`config.mk`:
```
export PLATFORM = sky130hd
export DESIGN_NAME = sia_div_cell
export DESIGN_NICKNAME = d
export VERILOG_FILES = /design/src/rtl/core/sia_pkg.sv /design/src/rtl/core/sia_div_cell.sv
export SDC_FILE = /design/constraint.sdc
export NUM_CORES = 1
export LEC_CHECK = 0
export BUFFER_PORTS_ARGS = -buffer_cell sky130_fd_sc_hd__buf_2
export CAP_MARGIN = 40
export CORE_AREA = 2 2 205 207
export CTS_CLUSTER_DIAMETER = 40
export DETAILED_ROUTE_END_ITERATION = 16
export DIE_AREA = 0 0 207 209
export HOLD_SLACK_MARGIN = 0.15
export PLACE_DENSITY_LB_ADDON = 0.12
export SLEW_MARGIN = 20
export SYNTH_ARGS = -nofsm -noshare
export SYNTH_HDL_FRONTEND = slang
export SYNTH_SLANG_ARGS = --single-unit
export TNS_END_PERCENT = 50
```
`constraint.sdc`:
```
create_clock -name clk_i -period 10.1 [get_ports clk_i]
set_input_delay 0.505 -clock clk_i [delete_from_list [all_inputs] [get_ports clk_i]]
set_output_delay 0.505 -clock clk_i [all_outputs]
set_load 0.005 [all_outputs]
```
`src/rtl/core/sia_pkg.sv`:
```
`timescale 1ns / 1ps
// ----------------------------------------------------------------------------
// sia_pkg: shared types and constants of the signed integer ALU
// Operation codes, field widths and the control word that travels down the
// pipeline next to the data.
// ----------------------------------------------------------------------------
package sia_pkg;

  // Fixed widths of the channel fields
  localparam int unsigned FIELD_W  = 64;
  localparam int unsigned MODE_W   = 3;

  // Default working word width
  localparam int unsigned WORD_WIDTH_DEF = 64;

  // Operation codes; code 7 is unused and yields zero
  typedef enum logic [MODE_W-1:0] {
    MODE_ADD  = 3'd0,
    MODE_SUB  = 3'd1,
    MODE_MUL  = 3'd2,
    MODE_DIV  = 3'd3,
    MODE_MOD  = 3'd4,
    MODE_CMP  = 3'd5,
    MODE_MOVE = 3'd6
  } mode_e;

  // Control word carried along with every request
  typedef struct packed {
    mode_e mode;
    logic  neg_q;  // quotient must be negated
    logic  neg_r;  // remainder must be negated
    logic  dz;     // divide or remainder by zero
  } ctl_t;

endpackage

```
`src/rtl/core/sia_div_cell.sv`:
```
`timescale 1ns / 1ps
// ----------------------------------------------------------------------------
// sia_div_cell: one restoring division step
// Shifts the next dividend bit into the partial remainder, subtracts the
// divisor when it fits and shifts the quotient bit into the dividend word.
// ----------------------------------------------------------------------------
module sia_div_cell import sia_pkg::*; #(
  parameter int unsigned W = WORD_WIDTH_DEF
) (
  input  logic         clk_i,
  input  logic         rst_ni,
  input  logic         valid_i,
  output logic         ready_o,
  input  ctl_t         ctl_i,
  input  logic [W-1:0] res_i,
  input  logic [W-1:0] dvd_i,
  input  logic [W-1:0] rem_i,
  input  logic [W-1:0] dvs_i,
  output logic         valid_o,
  input  logic         ready_i,
  output ctl_t         ctl_o,
  output logic [W-1:0] res_o,
  output logic [W-1:0] dvd_o,
  output logic [W-1:0] rem_o,
  output logic [W-1:0] dvs_o
);

  logic [W:0]   shifted, trial;
  logic [W-1:0] rem_d;
  logic         q_bit, rdy;
  logic         v_q;
  ctl_t         ctl_q;
  logic [W-1:0] res_q, dvd_q, rem_q, dvs_q;

  // Trial subtraction
  assign shifted = {rem_i, dvd_i[W-1]};
  assign trial   = shifted - {1'b0, dvs_i};
  assign q_bit   = !trial[W];
  assign rem_d   = q_bit ? trial[W-1:0] : shifted[W-1:0];

  assign rdy     = !v_q || ready_i;
  assign ready_o = rdy;

  always_ff @(posedge clk_i or negedge rst_ni) begin
    if (!rst_ni) begin
      v_q <= 1'b0;
    end else if (rdy) begin
      v_q <= valid_i;
    end
  end

  always_ff @(posedge clk_i) begin
    if (rdy) begin
      ctl_q <= ctl_i;
      res_q <= res_i;
      dvd_q <= {dvd_i[W-2:0], q_bit};
      rem_q <= rem_d;
      dvs_q <= dvs_i;
    end
  end

  assign valid_o = v_q;
  assign ctl_o   = ctl_q;
  assign res_o   = res_q;
  assign dvd_o   = dvd_q;
  assign rem_o   = rem_q;
  assign dvs_o   = dvs_q;

endmodule

```
## Word level (Yosys, flattened, before mapping)

Index checks and enable logic that the tools add are counted.

| storage, ports and cells | value |
|---|---|
| bits in registers | 263 |
| output and inout port bits | 264 |
| word-level logic and storage cells | 14 |

| operators by class | value |
|---|---|
| add/subtract/negate cells | 1 |
| muxes and demuxes | 1 |
| reductions and logical operators | 3 |

Operator list:

| kind | count |
|---|---|
| subtractor 65 x 64 -> 65 bit | 1 |
| two-way mux 64 bit | 1 |
| logical NOT 1 bit | 2 |
| logical OR 1 bit | 1 |

## Longest topological paths before layout

Gate-level depths: netlist of the first run.

| depth | value |
|---|---|
| depth in word-level cells | 2 |
| gate-level depth with buffers | 17 |
| depth with buffers taken out | 13 |

## Least setup slack after synthesis of the first run

OpenSTA, ideal clock, no wires.

| timing path | value |
|---|---|
| path type | input port to flip-flop |
| start | in ready_i |
| end | reg ctl_q (netlist bit ctl_o[0]), enable pin |
| setup time | 0.674 ns |
| slack | 2.599 ns |
| required time | 9.426 ns |
| stages on the path | 1 |
| data arrival time | 6.826 ns |
| path buffers | 0 |
| cells stage by stage | nand2b_1 |

| on the way | value |
|---|---|
| cells in the longest elaborated chain, start to end | 1 |

RTL lines:

| item | RTL line | source |
|---|---|---|
| start: declaration | sia_div_cell.sv:20 | `input logic ready_i,` |
| logical OR 1 bit | sia_div_cell.sv:41 | `assign rdy = !v_q \|\| ready_i;` |
| end signal: assignment | sia_div_cell.sv:54 | `ctl_q <= ctl_i;` |
| end: declaration | sia_div_cell.sv:32 | `ctl_t ctl_q;` |

Every way passes these cells.
A chain may end at the register's enable or synchronous reset.

## Worst setup path in the final report of the first run

| timing path | value |
|---|---|
| start | in dvs_i[27] |
| end | reg rem_q[33], in the netlist rem_o[33] (data pin) |

| on the way | value |
|---|---|
| cells in the longest elaborated chain, start to end | 2 |

RTL lines:

| item | RTL line | source |
|---|---|---|
| start: declaration | sia_div_cell.sv:18 | `input logic [W-1:0] dvs_i,` |
| subtractor 65 x 64 -> 65 bit | sia_div_cell.sv:37 | `assign trial = shifted - {1'b0, dvs_i};` |
| two-way mux 64 bit | sia_div_cell.sv:39 | `assign rem_d = q_bit ? trial[W-1:0] : shifted[W-1:0];` |
| named net rem_d[33] | sia_div_cell.sv:29 | `logic [W-1:0] rem_d;` |
| end signal: assignment | sia_div_cell.sv:57 | `rem_q <= rem_d;` |
| end: declaration | sia_div_cell.sv:33 | `logic [W-1:0] res_q, dvd_q, rem_q, dvs_q;` |

The timed path passes the listed nets, and every way through them passes these cells.

==> results.md, run 1 <==
- Status: finished, final reports clean
- Worst EP required: 10410 ps
- DIE WIDTH: between 200 and 250 µm
- Kind of end point of the critical path: flop
- VDD IR max: roughly 130 µV
- Total power: 3685 µW
- Crit path launch: dvs_i[27]
- Largest net degree at the start of global routing: 143
- RSZ-0062 raised after global routing: false
- Final net count: 2109
- Async S/R FF share, synth: 0.003802
- IO Port Bufs: 529
- Layout cells sized above 1: 0.3815
- Vias in the first global route: 11390
- Slew headroom: 0.4299
- Final hold viol count: 0
- Worst Setup EP: rem_o[33]$_DFFE_PP_
- R2R setup slack: 8040 ps
- Final Skew: 15.67 ps
- DP Worst Slack: just under 6000 ps
- Post-Syn Instances: 1028
- Fin crit period: 4229 ps
- Initial Util: 0.3171
- Reg2reg start: valid_o$_DFFE_PN0P_
- Critical path's slowest cell: dlygate4sd3_1
- Worst path top cell family by delay: buffers and inverters
- Syn Nets: 1359
- Syn. warnings: 0
- DIE AREA: 43260 µm²
- Site Rows: 75
- DRC violations left: 0
- Seq/Total Area, Yosys: 0.6028
- Worst-path clk slew: 60 ps
- Mapped Area: 13090 µm²
- Hold WC Path Type: in -> reg
- Non-Filler Instances: 2368
- Placed insts: between 2000 and 2500
- Crit-path max cell delay: 520 ps
- Reg2Reg Depth: 2
- Max Freq: 236.5 MHz
- Setup Fix Bufs, Post-CTS: 0
- Post-synth EDFFs: 262
- Drt total wl: 45.23 mm
- Setup-failing EPs final: 0
- Post-DRT Antenna Nets: 0
- WP buf/inv: 5
- CP max FO: 38
- Clk buf depth: 3
- Predominant post-synthesis flop cell: edfxtp_1
- R2R Path End: rem_o[26]$_DFFE_PP_
- Cell Pwr Density: 184.4 nW/µm²
- First-pass GRT wire length: roughly 68 mm
- Total grt overflow: 0
- Setup crit start kind: input pin
- Max Slew Vio Count: 0
- Hold_buf cts: 199
- TNS Setup: 0 ps
- H-tree depth: 2
- Period Utilization, post-route: 0.4187
- GPL Wtd Cong: 0.8295
- Post_cts resized: 0
- Synth Register Bits: 263
- Final worst slack: about 5900 ps
- Max Cap Viol: 0
- Synth unique cells: 76
- Area growth from synthesis to layout: 52.64%
- Initial DRT Pass Iterations: 4
- Core area: 41290 µm²
- Worst path cell trace: dlygate4sd3_1 -> buf_2 -> inv_1 -> ha_1 -> nand4_2 -> nor4b_4 -> nand4_1 -> o22ai_2 -> o21ai_2 -> a211oi_2 -> o211ai_1 -> and3_1 -> inv_4 -> buf_16 -> mux2_2
- GRT Util Overall: 0.2032
- TritonCTS Buffers: about 50
- Via-to-Cell Ratio: 4.728
- Clk_lat worst skew: 580 ps
- Initial antenna violation count: 16
- Syn_area_per_cell: around 13 µm²
- LEAKAGE: 0.008879 µW
- Kind of critical path: in -> reg
- CTS tree: yes
- Vias after detailed routing: between 10000 and 15000
- Dpl hpwl: between 30 and 40 mm
- CTS root buffer: clkbuf_16
- IO Count: 530
- Worst Tran Pin Value: approximately 860 ps
- WP depth: 15
- CTS sink cnt: 263
- Worst EP arrival: 4540 ps
- Iter 0 DRT Violations: 654
- DR WL/cell: 19.10 µm
- DIE HEIGHT: 209 µm
metal layers:
| metal | track usage | part of all wire |
|---|---|---|
| met2 | 0.3362 | 0.48 |
| met3 | 0.06718 | 0.073 |
| met4 | 0.06921 | 0.025 |
| met5 | 0 | 0.0012 |
| met1 | 0.2490 | 0.42 |
flip-flops by register name, indices dropped and copies added, names as in the netlist:
name,count
dvd_o,64
dvs_o,64
ctl_o,6
rem_o,64
res_o,64
valid_o,1
worst min-delay path by stage:
stage	cells after the start	endpoint	startpoint
2_1_floorplan	0	valid_o$_DFFE_PN0P_	rst_ni
3_3_place_gp	1	valid_o$_DFFE_PN0P_	rst_ni
3_5_place_dp	1	valid_o$_DFFE_PN0P_	rst_ni
4_1_cts	2	valid_o$_DFFE_PN0P_	rst_ni
5_1_grt	2	valid_o$_DFFE_PN0P_	rst_ni
6_report	2	rem_o[34]$_DFFE_PP_	rem_i[33]
power by group:
part / internal (µW) / switching, µW / total (µW)
Combinational: 331 / 360 / 691
Clock: 1010 / 609 / 1620
Sequential: 1340 / 28.7 / 1370
cell families (layout without fill, tap and decap cells):
kind of cell             Yosys count  after routing  share of synthesized area
adder cells (fa/ha/maj)           65             65                    0.06269
multiplexers                      59             59                    0.05017
flip-flops                       263            263                     0.6028
other                              0             10                          0
AO/OA/AOI/OAI                    240            240                     0.1199
buffers and inverters            123            914                    0.03994
AND/OR/NAND/NOR                  224            224                    0.08839
XOR/XNOR                          54             54                    0.03612
placed cells by master (no fill, tap or decap), drive strengths merged, types with 5 or more instances in the layout:
cell type	netlist	final
buf	14	534
and4	5	5
o21ai	44	44
xnor2	32	32
a211oi	7	7
nand3	11	11
xor2	22	22
a21o	32	32
a21oi	80	80
nand2b	10	10
o211ai	5	5
nor3	14	14
edfxtp	262	262
mux2	50	50
dlygate4sd3	0	199
a31oi	10	10
ha	64	64
clkinvlp	0	8
and3	10	10
o31ai	6	6
nor2	46	46
nand4	22	22
nor2b	13	13
mux2i	9	9
clkbuf	21	53
inv	88	101
nand2	67	67
or2	5	5
clkinv	0	15
o21a	9	9
diode	0	10
a31o	5	5
o21bai	13	13
Yosys cell counts, drive strengths merged (3+ instances only):
cell	count	area share
ha	64	0.061
o21ai	44	0.017
nand3	11	0.0042
nor2b	13	0.0062
o31ai	6	0.0034
mux2	50	0.043
clkbuf	21	0.0062
nor2	46	0.013
edfxtp	262	0.60
or3	4	0.0019
a31o	5	0.0033
xnor2	32	0.021
mux2i	9	0.0069
a21oi	80	0.031
a31oi	10	0.0048
inv	88	0.025
and2	3	0.0014
o21bai	13	0.0075
o211ai	5	0.0029
a21boi	4	0.0023
and3	10	0.0048
buf	14	0.0083
a21o	32	0.018
xor2	22	0.015
or2	5	0.0024
o21a	9	0.0052
o311ai	3	0.0020
nand2	67	0.019
nand4	22	0.011
nor4	4	0.0019
a211o	4	0.0027
nand2b	10	0.0048
a211oi	7	0.0044
and4	5	0.0033
nor3	14	0.0054
through the flow:
stage | area [µm²] | hold WS (ps) | util
finish | 19990 | 252.3 | 0.4841
global route | 19980 | 225.4 | 0.4839
CTS | 19960 | 200.3 | 0.4833
detailed placement | 16320 | 281.0 | 0.3953
global placement | 16270 | 280.6 | 0.3940
floorplan | 13090 | 209.4 | -
cell type report:
type / count / area (µm²)
multi-input combinational: 642 / 4686
sequential: 263 / 7893
timing repair buffer: 734 / 4735
clock inverter: 40 / 404.1
fill: 3771 / 21300
antenna: 10 / 25.02
tap: 539 / 674.4
clock buffer: 52 / 1237
inverter: 88 / 332.8
worst reg2reg max path, stage by stage (launching register included):
cell and delay [ps]:
dfrtp_1 420, nand2b_4 460, buf_12 620
No activity file was read; power rests on OpenSTA's default activity.
==> run 2, diff against run 1 <==
- CORE_AREA: 2 2 205 207 -> 2 2 203 205
- DIE_AREA: 0 0 207 209 -> 0 0 205 207
- clock period: 10.1 -> 3.85 ns (I/O delays scaled with it)
==> results.md, run 2 (synthesized netlist as in run 1, its figures left out) <==
- Status: finished, final reports clean
- Final hold viol count: 0
- Final Skew: 17.79 ps
- IO Count: 530
- Slew headroom: 0.6545
- Max Cap Viol: 0
- CTS tree: yes
- Post-DRT Antenna Nets: 0
- Via-to-Cell Ratio: 4.738
- Setup-failing EPs final: 0
- Site Rows: 74
- TritonCTS Buffers: 47
- Setup crit start kind: input pin
- Worst-path clk slew: 50 ps
- DIE WIDTH: ~210 µm
- Max Freq: 268.6 MHz
- DR WL/cell: 19.42 µm
- Core occupancy in the finished layout: 0.5152
- Vias in the first global route: 12130
- Worst EP required: 4260 ps
- Fin crit period: around 3700 ps
- Worst path top cell family by delay: simple AND/OR/NAND/NOR gates
- Most frequent cells in the layout: buf_2 (529), dlygate4sd3_1 (263), edfxtp_1 (262), inv_1 (87), a21oi_1 (78)
- Final instance area: about 21000 µm²
- Crit-path max cell delay: 610 ps
- DIE HEIGHT: 207 µm
- Drt total wl: 47.14 mm
- IO Port Bufs: 529
- Cell Pwr Density: about 480 nW/µm²
- Reg2Reg Depth: 3
- GPL Wtd Cong: 0.8444
- Worst Tran Pin Value: 512.9 ps
- Max Slew Vio Count: 0
- H-tree depth: 2
- Core area: 40370 µm²
- LEAKAGE: 0.009259 µW
- RSZ-0062 raised after global routing: false
- Commonest non-fill, non-tap cell in the layout: buf_2
- Vias after detailed routing: about 11000
- CTS root buffer: clkbuf_16
- Hold WC Path Type: in -> reg
- Initial antenna violation count: 6
- Final net count: 2185
- WP buf/inv: 3
- Dpl hpwl: 35.32 mm
- Area growth from synthesis to layout: 58.84%
- First-pass GRT wire length: 70.11 mm
- Worst path cell trace: dlygate4sd3_1 -> buf_2 -> ha_1 -> a21oi_1 -> nor2_1 -> or4b_1 -> or4b_4 -> and4_1 -> o21a_1 -> o311ai_0 -> o311ai_1 -> buf_4 -> mux2i_1
- DRC violations left: 0
- Largest net degree at the start of global routing: a little over 50
- VDD IR max: 342.6 µV
- Clk buf depth: 3
- CTS sink cnt: roughly 260
- TNS Setup: 0 ps
- GRT Util Overall: 0.2164
- Kind of end point of the critical path: flop
- Placed cell areas: approximately 16000 µm²
- WP depth: 13
- Clk_lat worst skew: 570 ps
- Total grt overflow: 0
- Critical path's slowest cell: or4b_4
- Layout cells sized above 1: 0.3704
- Initial Util: 0.3244
- CP max FO: 5
- Worst hold stages: 3
- Worst EP arrival: 4130 ps
- Period Utilization, post-route: 0.9671
- Initial DRT Pass Iterations: 5
- Iter 0 DRT Violations: 619
- DIE AREA: 42440 µm²
- Kind of critical path: in -> reg
run 2: timing repair:
action | CTS | global route
setup buffers | 0 | 0
hold endpoints to repair | 262 | 0
setup endpoints to repair | 0 | 1
hold buffers | 263 | 0
resized for setup | 0 | 1
run 2: power by group:
part           leakage (µW)  switching [µW]  internal, µW
registers           0.00265            81.4          3530
clock network      0.000813            1520          2910
logic               0.00580             980           937
run 2: path summary, 6_finish.rpt:
path	end	startpoint	slack (ps)
max	rem_o[55]$_DFFE_PP_	rem_i[23]	130
min	rem_o[59]$_DFFE_PP_	rem_i[58]	210
max reg2reg	rem_o[49]$_DFFE_PP_	valid_o$_DFFE_PN0P_	2120
min reg2reg	valid_o$_DFFE_PN0P_	valid_o$_DFFE_PN0P_	910
max in group asynchronous	valid_o$_DFFE_PN0P_	rst_ni	3300
min in group asynchronous	valid_o$_DFFE_PN0P_	rst_ni	450
run 2: per-stage QoR:
stage	setup slack [ps]	power (µW)	hold WS [ps]	std cells
2_1_floorplan	655.0	4577	-103.1	1028
5_1_grt	26.56	10380	192.0	2425
6_report	126.5	9954	206.2	2427
3_3_place_gp	160.7	5339	-31.58	2072
3_5_place_dp	79.91	5347	-30.13	2072
4_1_cts	143.1	10060	159.0	2420
run 2: final cells by class:
cell class / instances / area, µm²
well taps: 532 / 665.6
repair buffers: 812 / 5528
inverters: 88 / 332.8
clock buffers: 51 / 1212
multi-input cells: 642 / 4686
flip-flops and latches: 263 / 7893
diodes: 5 / 12.51
fillers: 3671 / 19570
clock inverters: 34 / 469.2
run 2: layer usage:
layer | vias up | wire length [µm] | global-route usage
li1 | 5512 | - | -
met1 | 5472 | 19010 | 0.2568
met2 | 424 | 22580 | 0.3615
met3 | 88 | 3722 | 0.06812
met4 | 2 | 1818 | 0.08906
met5 | - | 13 | 0
run 2: worst min-delay path, stage by stage:
cell and delay, ps:
buf_2 110, and4b_1 240, a31oi_1 60
==> run 3, diff against run 2 <==
==> constraint.sdc (replaced) <==
create_clock -name clk_i -period 3.85 [get_ports clk_i]
set_input_delay 0.5775 -clock clk_i [delete_from_list [all_inputs] [get_ports clk_i]]
set_output_delay 0.5775 -clock clk_i [all_outputs]
set_load 0.005 [all_outputs]
==> results.md, run 3 (synthesized netlist as in run 1, its figures left out) <==
- Initial DRT Pass Iterations: 5
- VDD IR max: 332.0 µV
- Setup-failing EPs final: 0
- RSZ-0062 raised after global routing: false
- Period Utilization, post-route: 0.8601
- WP buf/inv: 1
- CTS sink cnt: 263
- IO Count: 530
- DRC violations left: 0
- Status: finished, final reports clean
- Fin crit period: 3311 ps
- Worst hold slack: 188.7 ps
- Final Skew: 15.53 ps
- LEAKAGE: 0.008212 µW
- Post-DRT Antenna Nets: 0
- CTS tree: yes
- Worst EP arrival: 3620 ps
- Crit-path max cell delay: 570 ps
- Commonest non-fill, non-tap cell in the layout: buf_2
- Slew headroom: 0.4364
- Worst path top cell family by delay: simple AND/OR/NAND/NOR gates
- Kind of end point of the critical path: flop
- Hold WC Path Type: in -> reg
- Max Freq: approximately 300 MHz
- Layout cells sized above 1: 0.4397
- Clk_lat worst skew: 560 ps
- IO Port Bufs: 529
- Cell Pwr Density: roughly 510 nW/µm²
- Total power: 9334 µW
- Dpl hpwl: around 36 mm
- CP max FO: 4
- Max Slew Vio Count: 0
- Clk buf depth: 3
- Max Cap Viol: 0
- Post_cts resized: 0
- GPL Wtd Cong: 0.8222
- Core area: 40370 µm²
- Hold_buf cts: 1
- GRT Util Overall: 0.2018
- Most frequent cells in the layout: buf_2 (529), edfxtp_1 (262), inv_1 (87), a21oi_1 (78), nand2_1 (67)
- Final hold viol count: 0
- Initial antenna violation count: 10
- DIE HEIGHT: slightly above 200 µm
- Via-to-Cell Ratio: between 4 and 5
- Drt total wl: 44.51 mm
- Final net count: 1954
- Site Rows: 74
- Largest net degree at the start of global routing: 85
- Worst EP required: 4160 ps
- Setup crit start kind: input pin
- Area growth from synthesis to layout: 39.16%
- Kind of critical path: in -> reg
- Iter 0 DRT Violations: around 540
- Worst Tran Pin Value: 837.7 ps
- Worst path cell trace: buf_2 -> ha_1 -> a21o_1 -> or4b_1 -> or4b_4 -> and4_1 -> o21a_1 -> o311ai_1 -> nand3_1 -> a31o_2
- Vias after detailed routing: 10520
- DIE WIDTH: 205 µm
- Initial Util: 0.3244
- Total grt overflow: 0
- Vias in the first global route: 10580
- First-pass GRT wire length: 64.58 mm
- Worst-path clk slew: 60 ps
- CTS root buffer: clkbuf_16
- DIE AREA: 42440 µm²
- TritonCTS Buffers: 46
- DR WL/cell: slightly above 20 µm
- Setup Fix Bufs, Post-CTS: 0
- Critical path's slowest cell: or4b_4
- H-tree depth: 2
-- run 3: cell count changes in the layout (fill, tap and decap cells not counted), sizes merged --
cell,change
inv,-2
dlygate4sd3,-262
clkinvlp,+5
bufinv,-6
clkinv,-4
clkbuf,+4
buf,+33
-- run 3: routing by layer --
layer,part of all wire,vias to the layer above,wire (µm),track usage
met5,0.0011,-,49,0
met3,0.094,62,4169,0.07379
li1,-,5055,-,-
met1,0.40,4996,17950,0.2396
met4,0.021,8,924,0.05780
met2,0.48,395,21420,0.3412
-- run 3: worst paths after layout --
kind | slack (ps) | to | depth (start not counted) | from
hold / removal | 190 | dvd_o[63]$_DFFE_PP_ | 1 | dvd_i[62]
setup reg to reg | 1990 | dvs_o[25]$_DFFE_PP_ | 2 | valid_o$_DFFE_PN0P_
setup / recovery | 540 | rem_o[63]$_DFFE_PP_ | 10 | rem_i[25]
min in group asynchronous | 320 | valid_o$_DFFE_PN0P_ | 2 | rst_ni
hold reg to reg | 1090 | res_o[27]$_DFFE_PP_ | 1 | valid_o$_DFFE_PN0P_
max in group asynchronous | 3450 | valid_o$_DFFE_PN0P_ | 2 | rst_ni
-- run 3: power breakdown --
part	switching [µW]	internal, µW
clock	1480	2540
combinational	929	794
sequential	71.8	3520
-- run 3: stage by stage --
stage | cell area (µm²) | instances | worst slack [ps] | setup TNS, ps | util
after floorplan | 13100 | 1028 | 270.0 | 0 | -
after global placement | 16680 | 2106 | -24.22 | -24.22 | 0.4131
after detailed placement | 16680 | 2106 | 19.44 | 0 | 0.4131
after CTS | 18210 | 2190 | 595.8 | 0 | 0.4511
after global routing | 18210 | 2192 | 361.6 | 0 | 0.4512
final | 18220 | 2195 | 538.5 | 0 | 0.4514
-- run 3: cell type report --
| class | instances | area, µm² |
|---|---|---|
| timing repair buffer | 582 | 3110 |
| inverter | 88 | 332.8 |
| antenna | 5 | 12.51 |
| multi-input combinational | 642 | 4686 |
| clock buffer | 56 | 1252 |
| sequential | 263 | 7893 |
| fill | 3904 | 22150 |
| clock inverter | 27 | 269.0 |
| tap | 532 | 665.6 |
