$ cat src/rtl/core/sia_pkg.sv
`timescale 1ns / 1ps
// ----------------------------------------------------------------------------
// sia_pkg: shared types and constants of the signed integer ALU
// Operation codes, field widths and the control word that travels down the
// pipeline next to the data.
// ----------------------------------------------------------------------------
package sia_pkg;

  // Fixed widths of the channel fields
  localparam int unsigned FIELD_W  = 64;
  localparam int unsigned MODE_W   = 3;

  // Default working word width
  localparam int unsigned WORD_WIDTH_DEF = 64;

  // Operation codes; code 7 is unused and yields zero
  typedef enum logic [MODE_W-1:0] {
    MODE_ADD  = 3'd0,
    MODE_SUB  = 3'd1,
    MODE_MUL  = 3'd2,
    MODE_DIV  = 3'd3,
    MODE_MOD  = 3'd4,
    MODE_CMP  = 3'd5,
    MODE_MOVE = 3'd6
  } mode_e;

  // Control word carried along with every request
  typedef struct packed {
    mode_e mode;
    logic  neg_q;  // quotient must be negated
    logic  neg_r;  // remainder must be negated
    logic  dz;     // divide or remainder by zero
  } ctl_t;

endpackage

$ cat src/rtl/core/sia_post.sv
`timescale 1ns / 1ps
// ----------------------------------------------------------------------------
// sia_post: result selection and output register
// Applies the signs to quotient and remainder, zeroes a divide by zero and
// holds the finished result for the output channel.
// ----------------------------------------------------------------------------
module sia_post import sia_pkg::*; #(
  parameter int unsigned W = WORD_WIDTH_DEF
) (
  input  logic         clk_i,
  input  logic         rst_ni,
  input  logic         valid_i,
  output logic         ready_o,
  input  ctl_t         ctl_i,
  input  logic [W-1:0] res_i,
  input  logic [W-1:0] quo_i,
  input  logic [W-1:0] rem_i,
  output logic         valid_o,
  input  logic         ready_i,
  output logic [W-1:0] res_o,
  output logic         dz_o
);

  logic [W-1:0] res_d;
  logic         rdy, v_q, dz_q;
  logic [W-1:0] res_q;

  // Final result select
  always_comb begin
    if (ctl_i.dz) begin
      res_d = '0;
    end else if (ctl_i.mode == MODE_DIV) begin
      res_d = ctl_i.neg_q ? (W'(0) - quo_i) : quo_i;
    end else if (ctl_i.mode == MODE_MOD) begin
      res_d = ctl_i.neg_r ? (W'(0) - rem_i) : rem_i;
    end else begin
      res_d = res_i;
    end
  end

  assign rdy     = !v_q || ready_i;
  assign ready_o = rdy;

  always_ff @(posedge clk_i or negedge rst_ni) begin
    if (!rst_ni) begin
      v_q <= 1'b0;
    end else if (rdy) begin
      v_q <= valid_i;
    end
  end

  always_ff @(posedge clk_i) begin
    if (rdy) begin
      res_q <= res_d;
      dz_q  <= ctl_i.dz;
    end
  end

  assign valid_o = v_q;
  assign res_o   = res_q;
  assign dz_o    = dz_q;

endmodule
$ cat config.mk
export PLATFORM = sky130hd
export DESIGN_NAME = sia_post
export DESIGN_NICKNAME = d
export VERILOG_FILES = /design/src/rtl/core/sia_pkg.sv /design/src/rtl/core/sia_post.sv
export SDC_FILE = /design/constraint.sdc
export NUM_CORES = 1
export LEC_CHECK = 0
export BUFFER_PORTS_ARGS = -buffer_cell sky130_fd_sc_hd__clkbuf_2
export CORE_MARGIN = 1.5
export CORE_UTILIZATION = 45
export CTS_CLUSTER_DIAMETER = 40
export CTS_CLUSTER_SIZE = 20
export DETAILED_ROUTE_END_ITERATION = 12
export GPL_TIMING_DRIVEN = 1
export PLACE_DENSITY = 0.75
export SETUP_SLACK_MARGIN = 0.5
export SYNTH_ARGS = -nofsm -noshare
export SYNTH_HDL_FRONTEND = slang
export SYNTH_SLANG_ARGS = --single-unit
export TNS_END_PERCENT = 1
$ cat constraint.sdc
create_clock -name clk_i -period 4.72 [get_ports clk_i]
set_input_delay 0.708 -clock clk_i [delete_from_list [all_inputs] [get_ports clk_i]]
set_output_delay 0.708 -clock clk_i [all_outputs]
set_load 0.1 [all_outputs]
# Word level (Yosys, flattened, before mapping)
# Index checks and enable logic that the tools add are counted.
dict set report totals {
  regBits 66
  mem_bits_ro 0
  wordCells 13
  input_bits 202
  output_inout_bits 67
  ramBits 0
  memories 0
  latch_bits 0
}
dict set report classes {
  mul 0
  n_mux 4
  n_eq_ne 2
  n_shift 0
  add_sub_neg 2
  reduce_logical 2
  n_lt_le_gt_ge 0
  n_div 0
  bitwise 0
}
# cell n
set op_table {}
lappend op_table {{64-bit two-way mux} 4}
lappend op_table {{1-bit by 64-bit subtractor with 64-bit output, first input constant} 2}
lappend op_table {{3-bit by 2-bit equality test with 1-bit output, second input constant} 1}
lappend op_table {{3-bit equality test, second input constant} 1}
lappend op_table {{1-bit logical NOT} 1}
lappend op_table {{1-bit logical OR} 1}

# Depth between registers and ports, before layout
# Gate-level depths: netlist of run 1.
dict set report logic_depth {
  depth_word 4
  mapped_depth 11
  ltp_nobuf 8
}

# Least setup slack after synthesis of run 1
# OpenSTA, ideal clock, no wires.
dict set report synth_path {
  path_kind {register to output}
  from {register v_q, in the netlist valid_o}
  to {output ready_o}
  n_path_buf 0
  t_required_ps 4012
  setup_slack_ps 926
  t_arrival_ps 3086
  path_stages_with_launch 2
  cell_sequence {dfrtp_1 nand2b_1}
}
dict set report synth_between {
  elab_chain_cells 2
}
# element line_no
set synth_rtl {}
lappend synth_rtl {{start: declaration} sia_post.sv:25} ;# logic rdy, v_q, dz_q;
lappend synth_rtl {{start signal: assignment} sia_post.sv:48} ;# v_q <= valid_i;
lappend synth_rtl {{1-bit logical NOT} sia_post.sv:41} ;# assign rdy = !v_q || ready_i;
lappend synth_rtl {{1-bit logical OR} sia_post.sv:41}
lappend synth_rtl {{end: declaration} sia_post.sv:13} ;# output logic ready_o,
# Every way passes these cells.

# Final worst setup path of run 1
dict set report layout_path {
  from {input rem_i[0]}
  to {register res_q[58], in the netlist res_o[58], data pin}
}
dict set report layout_between {
  elab_chain_cells 4
}
# element line_no
set layout_rtl {}
lappend layout_rtl {{start: declaration} sia_post.sv:17} ;# input logic [W-1:0] rem_i,
lappend layout_rtl {{1-bit by 64-bit subtractor with 64-bit output} sia_post.sv:35} ;# res_d = ctl_i.neg_r ? (W'(0) - rem_i) : rem_i;
lappend layout_rtl {{64-bit two-way mux} sia_post.sv:35}
lappend layout_rtl {{64-bit two-way mux} sia_post.sv:34} ;# end else if (ctl_i.mode == MODE_MOD) begin
lappend layout_rtl {{64-bit two-way mux} sia_post.sv:32} ;# end else if (ctl_i.mode == MODE_DIV) begin
lappend layout_rtl {{end signal: assignment} sia_post.sv:54} ;# res_q <= res_d;
lappend layout_rtl {{end: declaration} sia_post.sv:26} ;# logic [W-1:0] res_q;
# Every way passes these cells.
# A chain may end at the register's enable or synchronous reset.

==> results by group, run 1 <==
Clocking
  – Post-CTS Setup Repair Bufs: 0
  – Root buf cell: clkbuf_16
  – # resized after CTS: 0
  – Sink Count: 66
  – CTS tree: done
  – Hold Buf Count CTS: 0
  – CTS max path bufs: 2
  – H-tree depth: 3
  – Clk slew on worst S/H paths: ~60 ps
  – TritonCTS Buffers: 9
  – Worst-Skew Late Latency: approximately 350 ps

STA
  – Max Clock Skew: between 7 and 8 ps
  – Setup ws final: about 1200 ps
  – RSZ-0062 raised after global routing: false
  – Post-layout minimum cycle time: roughly 3500 ps
  – Final setup viols: 0
  – Slew headroom: 0.341
  – Final Max Tran Viols: 0
  – TNS Setup: 0 ps
  – Highest clock rate: between 0.2 and 0.3 GHz
  – Hold_ws: between 100 and 150 ps
  – Period utilisation layout: 0.744
  – Final number of hold-violating endpoints: 0
  – Slew @ Worst Pin: around 980 ps

Synthesis
  – EDFF count, synth: 65
  – Synth top area share: 0.282
  – Asr flop ratio synth: 0.0152
  – Syn_area_per_cell: 8.21 um^2
  – Synth top area cells: edfxtp_1 28%, xor2_1 6.5%, or4_1 4.2%
  – Syn Nets: around 1000
  – Synth Warn #: 0
  – Primary FF master, synth: edfxtp_1
  – Mapped Area: between 6000 and 7000 um^2
  – Post-synthesis cell count: between 800 and 900
  – Yosys reg bits: 66
  – Post-synth cell types: roughly 70
  – Yosys top cell by area: edfxtp_1
  – Post-synthesis sequential area ratio: 0.286

Layout
  – Finished Layout Cells: 1264
  – Area Overhead vs Synth: 25.0%
  – Area of the multi-input gates: ~4600 um^2
  – Nets@finish: 1275
  – Sequential Area: 1980 um^2
  – Final Util: 0.572
  – Fraction of layout cells with a size suffix above 1: 0.312
  – Final instance area: 8640 um^2
  – Filler cells: roughly 1500
  – Ant diodes: 0

Route
  – Vias/cell: 6.61
  – Drt wl/cell: ~23 um
  – DRC violations left: 0
  – Via count of the routed design: between 8000 and 9000
  – Iteration-0 DRC count of the detailed router: ~970
  – Remaining antenna violation count after routing: 0
  – Drt pass-1 iters: 7
  – Final WL: 28.9 mm

Placement
  – Dpl cells: ~1200
  – Setup WS pre-CTS: 857 ps
  – IO Port Bufs: around 270
  – Gpl congestion: a little under 1
  – Area after DPL: roughly 8400 um^2
  – Hpwl dp: ~22 mm

Worst hold path
  – Worst min-delay path class: input port to async pin

Die
  – Num ports: 269
  – Die extent in x: between 100 and 150 um
  – Vert. Die Dim: ~130 um
  – Site Rows: 45
  – Core footprint: 15100 um^2
  – Full die area: 16100 um^2
  – Starting Density: 0.458

Global route
  – Number of global-route vias before repair: around 7600
  – Global-route wire length before repair: roughly 43 mm
  – Total GRT Usage: 0.352
  – Largest net degree at the start of global routing: 61
  – Initial antenna violation count: 0
  – Global route overflow: 0

Critical path
  – Crit end category: flop
  – Worst R2R Start: valid_o$_DFFE_PN0P_
  – Worst setup startpoint: rem_i[0]
  – R2R cell count: 2
  – CP arrival: 3580 ps
  – Worst reg2reg setup slack: between 2000 and 3000 ps
  – CP Capture Point: res_o[58]$_SDFFCE_PP0P_
  – Worst Setup Start Kind: input port
  – Worst EP required: around 4800 ps
  – RR Endpoint: res_o[42]$_SDFFCE_PP0P_
  – CP max FO: 15
  – Critical path type: input port to flop

Pwr
  – Lkg Pwr: about 3.3 nW
  – Worst IR drop on VDD: between 0.15 and 0.2 mV
  – PwrDens: around 270 nW/um^2
  – Tot Pwr: around 2.4 mW

Outcome
  – Status: finished clean

Job
  – Max Cap Viol: 0
## sequential cells by signal, summed over array words and instances (netlist names)
name	cells
valid_o	1
dz_o	1
res_o	64
## critical path, cell delays in order
cell and delay (ps):
clkbuf_2 110, inv_1 60, ha_1 160, or3b_1 450, or3_1 620, or4_4 690, or4_1 530, a21oi_1 150
o22ai_1 90
## Yosys cell counts (4+ instances only)
cell type,number
xor2_1,51
a31oi_1,7
and3_1,7
a22oi_1,5
buf_2,4
edfxtp_1,65
or2_2,16
o21ai_0,57
nor2_1,72
nand2b_1,8
nor3_1,32
o211ai_1,7
or3_1,30
nor4_1,23
xnor2_1,31
or4_1,39
or4_4,6
and2_1,4
nand3_1,23
o41ai_1,17
o31ai_1,31
o311ai_0,4
mux2i_1,15
o32ai_1,8
inv_1,12
a221oi_1,6
a21oi_1,26
o31a_1,5
a311oi_1,4
o22ai_1,19
clkbuf_1,56
nand2_1,50
a211oi_1,24
nor3b_1,4
o221ai_1,5
nand4_1,11
## layout by cell type, fill, tap and decap left out, drive strengths merged, types with 18 or more instances in the layout
cell type	instances
o21ai	58
edfxtp	65
clkbuf	278
a21oi	26
a211oi	24
o41ai	20
nor3	32
xor2	51
o22ai	19
nand3	23
nor4	25
xnor2	31
or3	30
nor2	72
or4	45
or2	18
nand2	50
o31ai	32
## cell type report
| cell class | count | share of cell area |
|---|---|---|
| inverter | 12 | 0.00522 |
| tap | 188 | 0.0272 |
| clock inverter | 6 | 0.00666 |
| multi-input combinational | 700 | 0.538 |
| sequential | 66 | 0.229 |
| timing repair buffer | 282 | 0.167 |
| clock buffer | 10 | 0.0265 |
## how the worst min path moves through the flow
stage | startpoint | endpoint | slack (ps) | depth (start not counted)
2_1_floorplan | rst_ni | valid_o$_DFFE_PN0P_ | 410 | 0
3_3_place_gp | rst_ni | valid_o$_DFFE_PN0P_ | 480 | 1
3_5_place_dp | rst_ni | valid_o$_DFFE_PN0P_ | 480 | 1
4_1_cts | rst_ni | valid_o$_DFFE_PN0P_ | 120 | 1
5_1_grt | rst_ni | valid_o$_DFFE_PN0P_ | 120 | 1
6_report | rst_ni | valid_o$_DFFE_PN0P_ | 120 | 1
## logic make-up (layout without fill, tap and decap cells)
logic type | after synthesis | after routing | synth area share
flops | 66 | 66 | 0.286
simple gates | 348 | 348 | 0.282
compound gates | 251 | 251 | 0.256
mux | 17 | 17 | 0.0250
buf+inv | 76 | 310 | 0.0435
fa+ha+maj | 2 | 2 | 0.00362
xor+xnor | 82 | 82 | 0.104
## per-layer routing
layer | wire length [um] | GRT usage
met1 | 11200 | 0.452
met2 | 13000 | 0.552
met3 | 3510 | 0.0978
met4 | 1210 | 0.158
met5 | 0 | 0
## power by group
| group | internal, mW | leakage, nW | switching [mW] |
|---|---|---|---|
| sequential | 0.714 | 0.699 | 0.0191 |
| combinational | 0.219 | 2.50 | 0.728 |
| clock | 0.405 | 0.142 | 0.277 |
| total | 1.34 | 3.34 | 1.02 |
Note: power is estimated with default switching activity, not from simulation.
==> inputs of run 2 (changes only) <==
--- a/config.mk
+++ b/config.mk
@@ -12,7 +12,7 @@
 export CTS_CLUSTER_SIZE = 20
 export DETAILED_ROUTE_END_ITERATION = 12
 export GPL_TIMING_DRIVEN = 1
-export PLACE_DENSITY = 0.75
+export PLACE_DENSITY = 0.78
 export SETUP_SLACK_MARGIN = 0.5
 export SYNTH_ARGS = -nofsm -noshare
 export SYNTH_HDL_FRONTEND = slang
==> constraint.sdc (replaced) <==
create_clock -name clk_i -period 2.9 [get_ports clk_i]
set_input_delay 0.435 -clock clk_i [delete_from_list [all_inputs] [get_ports clk_i]]
set_output_delay 0.435 -clock clk_i [all_outputs]
set_load 0.1 [all_outputs]
==> results by group, run 2 (same netlist as run 1, synthesis figures left out) <==
Route
  – Final WL: 31.2 mm
  – Wire length on met3: roughly 3.3 mm
  – Remaining antenna violation count after routing: 0
  – Iteration-0 DRC count of the detailed router: 1203
  – Drt pass-1 iters: 6
  – Vias/cell: approximately 6.4
  – Top Layer Used: met4
  – Drt wl/cell: between 20 and 25 um
  – Via count of the routed design: 9150
  – DRC violations left: 0
  – Met2 wire length: about 15 mm
  – WL met1: roughly 12 mm

STA
  – TNS Setup: 0 ps
  – Slew headroom: 0.512
  – Max Clock Skew: roughly 6.8 ps
  – Highest clock rate: roughly 0.35 GHz
  – Slew @ Worst Pin: approximately 730 ps
  – Final number of hold-violating endpoints: 0
  – Final setup viols: 0
  – Period utilisation layout: 0.992
  – RSZ-0062 raised after global routing: true
  – Post-layout minimum cycle time: about 2900 ps
  – Final Max Tran Viols: 0

Global route
  – Initial antenna violation count: 0
  – Global route overflow: 0
  – Total GRT Usage: 0.371
  – Global-route wire length before repair: approximately 46 mm
  – Largest net degree at the start of global routing: 37
  – Number of global-route vias before repair: ~8500

Pwr
  – Tot Pwr: just over 4 mW
  – Worst IR drop on VDD: ~0.30 mV
  – PwrDens: 398 nW/um^2
  – Lkg Pwr: about 4.3 nW

Placement
  – Dpl cells: 1413
  – Hpwl dp: between 20 and 25 mm
  – IO Port Bufs: around 270
  – Gpl congestion: slightly above 1

Critical path
  – Crit end category: flop
  – CP arrival: 2960 ps
  – Worst setup startpoint: rem_i[34]
  – CP max FO: 5
  – Worst Setup Start Kind: input port
  – Critical path type: input port to flop
  – Worst R2R Start: valid_o$_DFFE_PN0P_
  – Worst EP required: around 3000 ps

Layout
  – Most frequent cells in the layout: 267 x clkbuf_2, 174 x buf_4, 72 x nor2_1
  – Sequential Area: a little under 2000 um^2
  – Max reg flops: 64
  – Nets@finish: between 1000 and 1500
  – Area Overhead vs Synth: 48.5%
  – Ant diodes: 0
  – Commonest non-fill, non-tap cell in the layout: clkbuf_2
  – Filler cells: around 1300
  – Fraction of layout cells with a size suffix above 1: 0.436
  – Finished Layout Cells: 1430
  – Final Util: 0.680
  – Area of the multi-input gates: 4970 um^2

Clocking
  – Clk slew on worst S/H paths: roughly 60 ps
  – CTS tree: done
  – CTS max path bufs: 2
  – Sink Count: 66
  – Root buf cell: clkbuf_16
  – H-tree depth: 3
  – Worst-Skew Late Latency: between 300 and 400 ps
  – TritonCTS Buffers: 9

Die
  – Num ports: 269
  – Die extent in x: 127 um
  – Core footprint: 15100 um^2
  – Site Rows: 45
  – Vert. Die Dim: around 130 um
  – Starting Density: 0.458
  – Full die area: 16100 um^2

Worst hold path
  – Hold Path Origin: valid_i
  – Worst min-delay path class: input port to flop

Outcome
  – Status: finished clean

Job
  – Max Cap Viol: 0
==> run 2: per-layer routing <==
layer,track usage,vias up
met5,0,-
met1,0.473,4310
met4,0.146,0
li1,-,4116
met2,0.615,638
met3,0.0797,86
==> run 2: per-stage QoR <==
stage	worst slack (ps)	instance area, um^2	hold slack, ps
after floorplan	-74.6	6920	139
after global routing	-31.6	10300	271
after CTS	83.8	9960	265
after global placement	-423	9590	211
final	23.1	10300	269
after detailed placement	-391	9590	213
==> run 2: critical path: stages <==
cell and delay [ps]:
clkbuf_2 100, or4_4 550, or4_4 470, or4_4 570, o41ai_4 400, xor2_1 300
a221oi_1 130
==> run 2: timing repair <==
item | in CTS | in global routing
setup endpoints to repair | 48 | 48
gates resized for setup | 11 | 54
pin swaps | 2 | 38
hold endpoints to repair | 1 | 0
hold buffers | 1 | 0
buffers inserted | 0 | 0
==> run 2: layout make-up <==
type                    count  area share
repair buffers            448       0.266
multi-input cells         700       0.484
clock buffers              11      0.0246
flip-flops and latches     66       0.193
well taps                 188      0.0229
clock inverters             5     0.00512
inverters                  12     0.00439
==> run 2: path summary, 6_finish.rpt <==
check | to | slack [ps] | cells past startpoint
min in group asynchronous | valid_o$_DFFE_PN0P_ | 390 | 2
hold / removal | valid_o$_DFFE_PN0P_ | 270 | 2
setup / recovery | res_o[57]$_SDFFCE_PP0P_ | 20 | 7
max in group asynchronous | valid_o$_DFFE_PN0P_ | 2430 | 2
hold reg to reg | valid_o$_DFFE_PN0P_ | 700 | 2
setup reg to reg | res_o[35]$_SDFFCE_PP0P_ | 1440 | 2
==> run 2: power breakdown <==
group	internal, mW	total (mW)	switching [mW]
combinational	0.468	1.71	1.24
clock	0.709	1.17	0.463
sequential	1.16	1.20	0.0349
==> inputs of run 3 (changes only) <==
--- a/config.mk
+++ b/config.mk
@@ -5,14 +5,13 @@
 export SDC_FILE = /design/constraint.sdc
 export NUM_CORES = 1
 export LEC_CHECK = 0
-export BUFFER_PORTS_ARGS = -buffer_cell sky130_fd_sc_hd__clkbuf_2
 export CORE_MARGIN = 1.5
 export CORE_UTILIZATION = 45
 export CTS_CLUSTER_DIAMETER = 40
 export CTS_CLUSTER_SIZE = 20
 export DETAILED_ROUTE_END_ITERATION = 12
+export DONT_BUFFER_PORTS = 1
 export GPL_TIMING_DRIVEN = 1
-export PLACE_DENSITY = 0.78
 export SETUP_SLACK_MARGIN = 0.5
 export SYNTH_ARGS = -nofsm -noshare
 export SYNTH_HDL_FRONTEND = slang
==> constraint.sdc (replaced) <==
create_clock -name clk_i -period 3.4 [get_ports clk_i]
set_input_delay 0.51 -clock clk_i [delete_from_list [all_inputs] [get_ports clk_i]]
set_output_delay 0.51 -clock clk_i [all_outputs]
set_load 0.1 [all_outputs]
==> results by group, run 3 (same netlist as run 1, synthesis figures left out) <==
Pwr
  – Tot Pwr: between 3 and 4 mW
  – Worst IR drop on VDD: between 0.2 and 0.25 mV
  – PwrDens: 405 nW/um^2
  – Lkg Pwr: ~2.3 nW

Die
  – Site Rows: 45
  – Full die area: ~16000 um^2
  – Starting Density: 0.458
  – Die extent in x: roughly 130 um
  – Core footprint: 15100 um^2
  – Vert. Die Dim: between 100 and 150 um
  – Num ports: about 270

Route
  – Final WL: 31.4 mm
  – Via count of the routed design: between 7000 and 8000
  – Iteration-0 DRC count of the detailed router: between 1000 and 1500
  – Drt wl/cell: around 31 um
  – Drt pass-1 iters: 6
  – Vias/cell: ~7.5
  – Remaining antenna violation count after routing: 0
  – DRC violations left: 0

STA
  – Final number of hold-violating endpoints: 0
  – Final setup viols: 0
  – Period utilisation layout: 0.868
  – Slew @ Worst Pin: just under 1000 ps
  – Highest clock rate: 0.339 GHz
  – Final Max Tran Viols: 0
  – TNS Setup: 0 ps
  – RSZ-0062 raised after global routing: true
  – Max Clock Skew: ~5.6 ps
  – Slew headroom: 0.358
  – Post-layout minimum cycle time: between 2000 and 3000 ps

Clocking
  – Sink Count: 66
  – Clk slew on worst S/H paths: 60 ps
  – Root buf cell: clkbuf_16
  – CTS max path bufs: 2
  – CTS tree: done
  – H-tree depth: 3
  – TritonCTS Buffers: 9
  – Worst-Skew Late Latency: 340 ps

Layout
  – Max reg flops: 64
  – Commonest non-fill, non-tap cell in the layout: nor2_1
  – Nets@finish: slightly above 1000
  – Most frequent cells in the layout: 72 x nor2_1, 65 x edfxtp_1, 57 x o21ai_0
  – Ant diodes: 0
  – Area Overhead vs Synth: 8.89%
  – Filler cells: 1462
  – Finished Layout Cells: 1020
  – Fraction of layout cells with a size suffix above 1: 0.114

Global route
  – Initial antenna violation count: 1
  – Largest net degree at the start of global routing: 73
  – Global route overflow: 0
  – Number of global-route vias before repair: between 6000 and 7000
  – Global-route wire length before repair: approximately 45 mm
  – Total GRT Usage: 0.379

Critical path
  – CP cell instances: or4_4 > or4b_4 > or4_4 > or4_1 > a21oi_1 > o22ai_1
  – Worst EP required: approximately 3500 ps
  – Worst Setup Start Kind: input port
  – Critical path type: input port to flop
  – CP max FO: 13
  – CP max stage cell: or4_4
  – Cell mode on critical path: or4_4
  – Critical Path Max Stage Delay: 640 ps
  – CP arrival: ~3000 ps
  – Crit end category: flop

Job
  – Max Cap Viol: 0

Placement
  – Gpl congestion: 0.975
  – Dpl cells: roughly 1000
  – Hpwl dp: about 24 mm
  – IO Port Bufs: 0

Outcome
  – Status: finished clean

Worst hold path
  – Worst min-delay path class: input port to flop
run 3: stage by stage:
| stage | utilization | setup slack, ps | cell area (um^2) | hold slack, ps |
|---|---|---|---|---|
| CTS | 0.498 | 427 | 7510 | 257 |
| floorplan | - | 221 | 6910 | 214 |
| detailed placement | 0.477 | -31.1 | 7190 | 214 |
| global placement | 0.477 | -73.8 | 7190 | 214 |
| finish | 0.499 | 449 | 7520 | 261 |
| global route | 0.499 | 391 | 7520 | 259 |
run 3: final cells by class:
| cell class | instances | area (um^2) | area share |
|---|---|---|---|
| clock buffer | 13 | 250 | 0.0333 |
| clock inverter | 3 | 40.0 | 0.00532 |
| inverter | 12 | 45.0 | 0.00599 |
| multi-input combinational | 700 | 4680 | 0.622 |
| sequential | 66 | 1980 | 0.263 |
| tap | 188 | 235 | 0.0313 |
| timing repair buffer | 38 | 300 | 0.0399 |
run 3: worst paths after layout:
kind                                startpoint                       to  slack, ps  cells past startpoint
min in group asynchronous               rst_ni      valid_o$_DFFE_PN0P_        370                      1
hold / removal                        ctl_i[0]           dz_o$_DFFE_PP_        260                      0
setup / recovery                     rem_i[15]  res_o[58]$_SDFFCE_PP0P_        450                      6
setup reg to reg           valid_o$_DFFE_PN0P_  res_o[31]$_SDFFCE_PP0P_       1600                      3
max in group asynchronous               rst_ni      valid_o$_DFFE_PN0P_       2930                      1
hold reg to reg            valid_o$_DFFE_PN0P_      valid_o$_DFFE_PN0P_       1260                      3
run 3: power breakdown:
group | internal, mW | leakage, nW | total, mW | switching, mW
clock network | 0.586 | 0.144 | 0.950 | 0.364
logic | 0.191 | 1.50 | 0.502 | 0.311
registers | 0.999 | 0.699 | 1.59 | 0.593
run 3: worst max-delay path: cells and delay by family:
kind / cells / cell delay [ps]
and+or+nand+nor: 4 / 2270
AOI/OAI and AO/OA: 2 / 260
run 3: per-layer routing:
metal,share of wire,global-route usage,vias to the layer above
met5,0.00041,0,-
met4,0.024,0.0963,2
met3,0.13,0.0995,79
met2,0.45,0.593,581
met1,0.40,0.521,3669
li1,-,-,3302
run 3: timing repair:
item | CTS | global route
buffers inserted | 0 | 0
pin swaps | 1 | 4
hold buffers | 1 | 0
gates cloned | 0 | 0
gates resized for setup | 3 | 3
hold endpoints to repair | 1 | 0
setup endpoints to repair | 4 | 19
